`config.mk`:
```
export PLATFORM = sky130hd
export DESIGN_NAME = spm_fifo
export DESIGN_NICKNAME = d
export VERILOG_FILES = /design/src/hw/rtl/spm_pkg.sv /design/src/hw/rtl/spm_fifo.sv
export SDC_FILE = /design/constraint.sdc
export NUM_CORES = 1
export LEC_CHECK = 0
export CAP_MARGIN = 30
export CELL_PAD_IN_SITES_DETAIL_PLACEMENT = 1
export CELL_PAD_IN_SITES_GLOBAL_PLACEMENT = 1
export CORE_MARGIN = 5
export CORE_UTILIZATION = 44
export DETAILED_ROUTE_END_ITERATION = 12
export DONT_BUFFER_PORTS = 1
export HOLD_SLACK_MARGIN = 0.06
export PLACE_DENSITY = 0.64
export SLEW_MARGIN = 10
export SYNTH_ARGS = -nofsm -noshare
export SYNTH_HDL_FRONTEND = slang
export SYNTH_SLANG_ARGS = --single-unit
```
`constraint.sdc`:
```
create_clock -name clk -period 2.65 [get_ports clk]
set_input_delay 0.53 -clock clk [delete_from_list [all_inputs] [get_ports clk]]
set_output_delay 0.53 -clock clk [all_outputs]
set_load 0.01 [all_outputs]
```
`src/hw/rtl/spm_pkg.sv`:
```
// ----------------------------------------------------------------------------
// spm_pkg
// Shared request codes and request format for the voice mixer.
// ----------------------------------------------------------------------------
package spm_pkg;

  typedef enum logic [2:0] {
    MODE_LOAD     = 3'd0,
    MODE_LENGTH   = 3'd1,
    MODE_PLAY     = 3'd2,
    MODE_PLAY_ANY = 3'd3,
    MODE_STOP     = 3'd4,
    MODE_STOP_ALL = 3'd5,
    MODE_TICK     = 3'd6
  } mode_t;

  typedef struct packed {
    mode_t              mode;
    logic [3:0]         slot_id;
    logic [3:0]         voice;
    logic [7:0]         volume;
    logic [11:0]        sample_index;
    logic signed [15:0] sample_value;
    logic [12:0]        sound_length;
  } cmd_t;

endpackage

```
`src/hw/rtl/spm_fifo.sv`:
```
// ----------------------------------------------------------------------------
// spm_fifo
// Short request queue between the front and back parts.
// ----------------------------------------------------------------------------
module spm_fifo #(
  parameter int DEPTH = 4,
  localparam int PW = $clog2(DEPTH)
) (
  input  logic          clk,
  input  logic          rst_n,
  input  logic          push,
  input  spm_pkg::cmd_t wdata,
  output logic          full,
  input  logic          pop,
  output logic          empty,
  output spm_pkg::cmd_t rdata
);

  spm_pkg::cmd_t mem [DEPTH];
  logic [PW-1:0] wr_ptr_r, wr_ptr_nxt;
  logic [PW-1:0] rd_ptr_r, rd_ptr_nxt;
  logic [PW:0]   count_r, count_nxt;
  logic          do_push, do_pop;

  assign full    = (count_r == (PW+1)'(DEPTH));
  assign empty   = (count_r == '0);
  assign rdata   = mem[rd_ptr_r];
  assign do_push = push && !full;
  assign do_pop  = pop && !empty;

  always_comb begin
    wr_ptr_nxt = wr_ptr_r;
    rd_ptr_nxt = rd_ptr_r;
    count_nxt  = count_r;
    if (do_push) begin
      wr_ptr_nxt = (wr_ptr_r == PW'(DEPTH-1)) ? '0 : wr_ptr_r + 1'b1;
    end
    if (do_pop) begin
      rd_ptr_nxt = (rd_ptr_r == PW'(DEPTH-1)) ? '0 : rd_ptr_r + 1'b1;
    end
    if (do_push && !do_pop) begin
      count_nxt = count_r + 1'b1;
    end else if (do_pop && !do_push) begin
      count_nxt = count_r - 1'b1;
    end
  end

  always_ff @(posedge clk) begin
    if (!rst_n) begin
      wr_ptr_r <= '0;
      rd_ptr_r <= '0;
      count_r  <= '0;
    end else begin
      wr_ptr_r <= wr_ptr_nxt;
      rd_ptr_r <= rd_ptr_nxt;
      count_r  <= count_nxt;
    end
    if (do_push) begin
      mem[wr_ptr_r] <= wdata;
    end
  end

endmodule

```
==> impl_metrics.yaml, run 1 <==
run_status:
  status: "completed"
floorplan:
  coreArea_um2: 20800
  num_io_pins: 126
  start_util_pct: 44.2
  die_h_um: 155
  fp.dieW_um: 155
  core.rowCount: 53
  fp.dieArea_um2: 23900
critical_path:
  cpMaxStageDelayCell: "dfxtp_4"
  required_ns: 2.12
  timing.rr.end: "count_r[2]"
  cp-start-kind: "flop"
  arrival_ns: 1.81
  critical_path_class: "reg2out"
  slowest_delay_ns: 0.55
  worstPathCellList: "buf_4 > mux4_2"
  r2r_cells: 8
  cp_max_fo: 18
  r2r_slack_ns: 0.47
  reg2reg_from: "count_r[0]"
  critPathCaptureType: "primary output"
clock_network:
  cts_hold_buf: 0
  post_cts_buffers: 0
  clock_latency_ns: 0.52
  numCtsBuffers: 26
  root_buffer: "clkbuf_16"
  cts_tree: "yes"
  numClockSinks: 249
  cts_resized: 0
  htreeDepth: 1
  clockBufferDepth: 3
  path_clk_slew_ns: 0.06
pwr:
  pwr-share-clk_pct: 32.5
  sequentialPowerShare_pct: 48.7
  internal_power_mw: 7.60
  comb_power_share_pct: 18.8
  power_leakage_nw: 3.20
  switching_share_pct: 25.2
  p_switching_mw: 2.56
  power_density_nw_per_um2: 981
  worst_ir_drop_vdd_mv: 0.623
drt:
  antenna_left: 0
  routed_wl_um: 16600
  wl_per_cell_um: 24.4
  drt-pass1-iter-count: 4
  vias_per_cell: 5.44
  drt_iter0_drc: 126
  drcViolationCount: 0
  vias: 3708
sta:
  finalHoldViolCount: 0
  tns_ns: 0
  finalSetupViolations: 0
  slew_violations: 0
  period_share_pct: 88.2
  layout_setup_ws_ns: 0.314
  max_freq_mhz: 428
  slew_headroom_pct: 73.6
  tightest_slew_ns: 0.394
  layout_min_cycle_time_ns: 2.34
  finClkSkew_ns: 0.0166
  rsz0062_at_grt: "false"
placed_design:
  place.gp.congestion: 0.677
  place_ws_ns: 0.467
  placed_area_um2: 9580
  io_buffers: 0
  place_inst: 637
  dp_hpwl_um: 9990
logic_synthesis:
  yosys.area_share.simple_pct: 1.17
  synth_nets: 436
  synth_cell_types: 25
  syn_area_um2: 9200
  synth_mux_area_share_pct: 15.0
  yosysSeqAreaShare_pct: 80.3
  syn_avg_cell_area_um2: 25.2
  synth-seq-cells: 249
  synth_compound_area_share_pct: 0.326
  synth_fa_ha_area_share_pct: 1.03
  postSynthCellCount: 365
  synth-xor-area-share_pct: 0.190
  synth_top_family_by_area: "multiplexers"
  yosys_warnings: 0
cells_and_area:
  antenna_cells: 0
  instances_no_fill: 682
  final_cell_area_um2: 10400
  area_delta_synth_final_pct: 12.5
  fin_nets: 461
  utilization_pct: 49.7
  drive_gt1_share_pct: 27.5
worst_hold_path:
  worstHoldStart: "wdata[16]"
  hold_path_end: "mem[0][16]"
  worstHoldPathCells: 0
  hold_class: "in2reg"
global_route:
  track_usage_pct: 14.0
  grt_pass1_wl_um: 25800
  grt-ovfl-total: 0
  grt_max_degree: 44
  antenna_found_initial: 0
  grt_pass1_vias: 4223
flow_run:
  drv_cap: 0
-- routing by layer --
layer / routed length, um / track usage [%] / share of wire (%)
met5: 0 / 0 / 0
met4: 345 / 3.62 / 2.1
met3: 1330 / 5.01 / 8.0
met2: 8450 / 24.1 / 51
met1: 6520 / 17.0 / 39
-- metrics by stage --
| stage | total power [mW] | hold WS, ns |
|---|---|---|
| finish | 10.2 | 0.106 |
| floorplan | 6.61 | 0.468 |
| CTS | 10.4 | 0.0778 |
| detailed placement | 7.03 | 0.521 |
| global placement | 6.96 | 0.480 |
| global route | 10.7 | 0.0743 |
-- cell usage in the layout, fill, tap and decap left out, drive strengths merged --
master / count
nand2: 6
ha: 6
nor2: 2
nor3b: 1
a21boi: 1
clkinvlp: 1
clkinv: 8
inv: 3
nor2b: 2
clkbuf: 35
mux4: 60
xor2: 1
xnor2: 1
dfxtp: 9
mux2i: 3
and2: 5
o21ai: 3
or3: 1
nor3: 1
edfxtp: 240
buf: 13
nand3: 2
bufinv: 1
o31ai: 1
fa: 1
-- flip-flops by register name, indices dropped and copies added, names as in the netlist, named ones only --
name      cells
count_r       3
rd_ptr_r      2
wr_ptr_r      2
mem         240
-- layout make-up --
class,count,area (um2)
Inverter,3,11.3
Fill cell,1822,10500
Clock inverter,10,75.1
Multi-Input combinational cell,97,1640
Tap cell,275,344
Sequential cell,249,7390
Timing Repair Buffer,13,185
Clock buffer,35,706
-- cell families (layout without fill, tap and decap cells) --
| kind of cell | count (synthesis) | in the layout |
|---|---|---|
| muxes | 63 | 63 |
| adders and majority gates | 7 | 7 |
| xor gates and xnor gates | 2 | 2 |
| AOI/OAI and AO/OA | 5 | 5 |
| DFF | 249 | 249 |
| and+or+nand+nor | 20 | 20 |
| buffers and inverters | 19 | 61 |
-- power groups by stage --
stage	sequential (mW)	combinational (mW)	clock, mW
after floorplan	4.96	1.64	0
after global placement	5.00	1.96	0
after detailed placement	5.04	1.99	0
after CTS	4.96	2.00	3.42
after global routing	4.98	2.07	3.62
final	4.95	1.91	3.30
-- worst max-delay path: cells and delay by family, from the launching register on --
| family | cells | cell delay, ns |
|---|---|---|
| multiplexers | 1 | 0.40 |
| buffers and inverters | 1 | 0.33 |
| flip-flops | 1 | 0.55 |
-- cell usage after synthesis, drive strengths merged --
master / instances / area [um2]
edfxtp: 240 / 7210
mux4: 60 / 1350
buf: 15 / 170
dfxtp: 9 / 180
ha: 6 / 75.1
nand2: 6 / 22.5
and2: 5 / 31.3
inv: 3 / 11.3
mux2i: 3 / 30.0
o21ai: 3 / 15.0
nand3: 2 / 10.0
nor2: 2 / 7.51
nor2b: 2 / 12.5
a21boi: 1 / 7.51
clkbuf: 1 / 3.75
fa: 1 / 20.0
nor3: 1 / 5.00
nor3b: 1 / 12.5
o31ai: 1 / 7.51
or3: 1 / 6.26
xnor2: 1 / 8.76
xor2: 1 / 8.76
-- worst max-delay path by stage --
stage	cells past startpoint	slack, ns	endpoint	from
after floorplan	7	0.54	count_r[2]	count_r[0]
after CTS	2	0.26	rdata[16]	flop
after global routing	2	0.24	rdata[40]	flop
after global placement	8	0.61	count_r[2]	count_r[0]
after detailed placement	8	0.47	count_r[2]	count_r[0]
final	2	0.31	rdata[40]	flop
No activity file was read; power rests on OpenSTA's default activity.
==> run 2, diff against run 1 <==
PLACE_DENSITY = 0.62   (was 0.64)
clock period = 2.6 ns   (was 2.65 ns; I/O delays follow)
==> run 2 against run 1 <==
  * Total power rose by 1.5%
  * Register-to-register slack got worse by 0.06 ns
  * Clock power increased by 2%
  * Die area is the same
  * Clock skew is 0.0087 ns lower
  * First-iteration DRC count is 54% higher
  * Largest power group unchanged
  * Critical path type unchanged
  * Cell count up 0.59%
==> impl_metrics.yaml, run 2 (synthesized netlist as in run 1, its figures left out) <==
critical_path:
  cp_max_fo: 22
  required_ns: 2.08
  cp-start-kind: "flop"
  r2r_cells: 8
  critPathCaptureType: "primary output"
  arrival_ns: 1.89
  critical_path_class: "reg2out"
drt:
  antenna_left: 0
  drcViolationCount: 0
  wl_per_cell_um: 24.1
  drt-pass1-iter-count: 4
  vias: 3655
  drt_iter0_drc: 194
  vias_per_cell: 5.33
  routed_wl_um: 16600
sta:
  period_share_pct: 92.8
  tightest_slew_ns: 0.493
  slew_headroom_pct: 67.1
  finalHoldViolCount: 0
  layout_min_cycle_time_ns: 2.41
  tns_ns: 0
  rsz0062_at_grt: "false"
  max_freq_mhz: 415
  finClkSkew_ns: 0.00793
  slew_violations: 0
  finalSetupViolations: 0
cells_and_area:
  multiInputGateArea_um2: 1640
  mostFrequentLayoutCell: "edfxtp_1"
  fin_nets: 462
  area_delta_synth_final_pct: 12.4
  top_register: "mem"
  n_fill_cell: 1826
  reg_top3: "mem x240, count_r x3"
  drive_gt1_share_pct: 28.0
  final_cell_mix: "edfxtp_1 (240), mux4_2 (60), clkbuf_16 (26), clkinv_1 (9), buf_4 (9)"
  antenna_cells: 0
  largest_register_ffs: 240
  seq_area_um2: 7390
global_route:
  antenna_found_initial: 0
  track_usage_pct: 13.9
  grt_pass1_wl_um: 25400
  grt-ovfl-total: 0
  grt_max_degree: 39
  grt_pass1_vias: 4164
clock_network:
  path_clk_slew_ns: 0.06
  numCtsBuffers: 26
  cts_hold_buf: 0
  root_buffer: "clkbuf_16"
  clock_latency_ns: 0.51
  post_cts_buffers: 0
  clockBufferDepth: 3
  cts_resized: 0
  htreeDepth: 1
  cts_tree: "yes"
  numClockSinks: 249
placed_design:
  dp_hpwl_um: 10300
  io_buffers: 0
  place.gp.congestion: 0.691
floorplan:
  core.rowCount: 53
  die_h_um: 155
  fp.dieW_um: 155
  fp.dieArea_um2: 23900
  start_util_pct: 44.2
  num_io_pins: 126
  coreArea_um2: 20800
worst_hold_path:
  hold_class: "in2reg"
  worstHoldPathCells: 0
run_status:
  status: "completed"
pwr:
  power_density_nw_per_um2: 996
  power_mw: 10.3
  worst_ir_drop_vdd_mv: 0.601
  power_leakage_nw: 3.20
flow_run:
  drv_cap: 0
-- run 2: cell type report --
type                    count  share of cell area, %
clock inverters            17                   1.12
clock buffers              31                   6.47
repair buffers             14                   1.62
multi-input cells          97                   15.9
well taps                 275                   3.33
flip-flops and latches    249                   71.5
inverters                   3                  0.109
-- run 2: path summary, 6_finish.rpt --
check / startpoint / end / slack (ns)
setup / recovery: flop / rdata[22] / 0.19
hold / removal: wdata[38] / mem[3][38] / 0.1
setup reg to reg: count_r[0] / count_r[2] / 0.41
hold reg to reg: wr_ptr_r[1] / wr_ptr_r[1] / 0.52
-- run 2: metrics by stage --
| step | std cells | setup slack, ns | hold slack, ns | area (um2) | util (%) |
|---|---|---|---|---|---|
| 3_3_place_gp | 638 | 0.568 | 0.482 | 9560 | 45.9 |
| 3_5_place_dp | 638 | 0.382 | 0.519 | 9560 | 45.9 |
| 4_1_cts | 686 | 0.0987 | 0.0695 | 10300 | 49.7 |
| 6_report | 686 | 0.188 | 0.0955 | 10300 | 49.7 |
| 5_1_grt | 686 | 0.0430 | 0.0629 | 10300 | 49.7 |
| 2_1_floorplan | 365 | 0.488 | 0.468 | 9210 | - |
-- run 2: power breakdown --
group | switching [mW] | internal, mW | total (mW)
Clock | 1.42 | 1.93 | 3.35
Combinational | 1.09 | 0.845 | 1.94
Sequential | 0.125 | 4.89 | 5.02
-- run 2: worst max-delay path, stage by stage (launching register included) --
cell,delay (ns)
dfxtp_4,0.35
buf_4,0.39
mux4_2,0.62
-- run 2: routing by layer --
layer  vias to the layer above  share of wire [%]  global-route usage [%]
met5                         -                  0                       0
met4                         0                1.6                    3.57
met3                        17                7.4                    4.50
met2                        97                 52                    23.7
met1                      1951                 39                    17.3
li1                       1590                  -                       -
==> run 3, diff against run 2 <==
CORE_UTILIZATION = 45   (was 44)
PLACE_DENSITY = 0.63   (was 0.62)
REMOVE_ABC_BUFFERS = 1   (was unset)
clock period = 2.79 ns   (was 2.6 ns; I/O delays follow)
==> run 3 against run 2 <==
  * Critical path depth increased by 5
  * Flip-flop and latch count unchanged
  * Clock power down 4%
  * First-iteration DRC count increased by 4.1%
  * Sequential power decreased by 6.4%
  * Critical endpoint is now count_r[2]
  * Combinational power down 7%
  * Final area hardly changed
  * Die area down 2.1%
  * Largest power group unchanged
  * Clock skew up 0.00056 ns
  * Critical path type is now reg2reg
==> impl_metrics.yaml, run 3 (synthesized netlist as in run 1, its figures left out) <==
sta:
  slew_headroom_pct: 60.8
  layout_min_cycle_time_ns: 2.45
  tightest_slew_ns: 0.583
  layout_setup_ws_ns: 0.342
  rsz0062_at_grt: "false"
  finalSetupViolations: 0
  period_share_pct: 87.7
  finClkSkew_ns: 0.00849
  slew_violations: 0
  finalHoldViolCount: 0
  max_freq_mhz: 409
  tns_ns: 0
floorplan:
  start_util_pct: 45.6
  num_io_pins: 126
  core.rowCount: 52
  fp.dieW_um: 153
  die_h_um: 153
  coreArea_um2: 20200
  fp.dieArea_um2: 23400
critical_path:
  crit_end: "count_r[2]"
  reg2reg_from: "count_r[1]"
  cp_max_fo: 5
  required_ns: 3.22
  r2r_cells: 7
  critical_path_class: "reg2reg"
  timing.rr.end: "count_r[2]"
  critPathCaptureType: "flop"
  worstSetupStartpoint: "count_r[1]"
  r2r_slack_ns: 0.34
  cp-start-kind: "flop"
  arrival_ns: 2.87
cells_and_area:
  largest_register_ffs: 240
  top_register: "mem"
  utilization_pct: 51.3
  mostFrequentLayoutCell: "edfxtp_1"
  n_fill_cell: 1725
  reg_top3: "mem x240, count_r x3"
  drive_gt1_share_pct: 26.7
  final_cell_mix: "edfxtp_1 (240), mux4_2 (60), clkbuf_16 (26), clkinv_1 (8)"
  area_delta_synth_final_pct: 12.4
  antenna_cells: 0
  fin_nets: 458
global_route:
  grt_pass1_vias: 4250
  grt_max_degree: 49
  grt_pass1_wl_um: 26100
  grt-ovfl-total: 0
  antenna_found_initial: 0
  track_usage_pct: 14.4
clock_network:
  path_clk_slew_ns: 0.06
  post_cts_buffers: 0
  cts_resized: 0
  numClockSinks: 249
  htreeDepth: 1
  clockBufferDepth: 3
  numCtsBuffers: 26
  cts_hold_buf: 0
  root_buffer: "clkbuf_16"
  clock_latency_ns: 0.52
  cts_tree: "yes"
pwr:
  worst_ir_drop_vdd_mv: 0.663
  power_leakage_nw: 3.19
  power_mw: 9.71
  power_density_nw_per_um2: 939
worst_hold_path:
  worstHoldPathCells: 0
  hold_class: "in2reg"
placed_design:
  place_ws_ns: 0.297
  dp_hpwl_um: 10100
  io_buffers: 0
  place.gp.congestion: 0.664
drt:
  drt-pass1-iter-count: 4
  routed_wl_um: 16700
  drcViolationCount: 0
  antenna_left: 0
  drt_iter0_drc: 202
  wl_per_cell_um: 24.8
  vias_per_cell: 5.49
  vias: 3706
flow_run:
  drv_cap: 0
run_status:
  status: "completed"
-- run 3: area by class of cell --
type	instances	area, um2	area share [%]
multi-input combinational	97	1640	15.9
clock buffer	33	677	6.55
tap	270	338	3.27
inverter	3	11.3	0.109
timing repair buffer	10	163	1.57
sequential	249	7390	71.5
clock inverter	13	116	1.13
-- run 3: power breakdown --
part	switching (mW)	internal, mW
clock network	1.31	1.89
registers	0.143	4.56
logic	1.01	0.797
-- run 3: how the worst min path moves through the flow --
stage,start,end
after floorplan,wr_ptr_r[1],wr_ptr_r[1]
after global placement,wr_ptr_r[1],wr_ptr_r[1]
after detailed placement,wr_ptr_r[1],wr_ptr_r[1]
after CTS,wdata[18],mem[0][18]
after global routing,wdata[41],mem[1][41]
final,wdata[26],mem[1][26]
-- run 3: critical path: stages (launching register included) --
cell	delay, ns
dfxtp_1	0.37
o31ai_1	0.56
ha_1	0.30
inv_1	0.06
fa_1	0.38
xor2_1	0.18
or3_1	0.30
a21boi_0	0.22
-- run 3: per-stage QoR --
step	cell area, um2	hold slack, ns	std cells
finish	10300	0.131	675
CTS	10300	0.105	675
floorplan	9030	0.468	349
detailed placement	9550	0.511	629
global placement	9550	0.482	629
global route	10300	0.0956	675
-- run 3: per-layer routing --
metal | routed length [um] | track usage, %
met1 | 6690 | 17.8
met4 | 254 | 3.48
met2 | 8420 | 24.3
met5 | 0 | 0
met3 | 1380 | 5.37
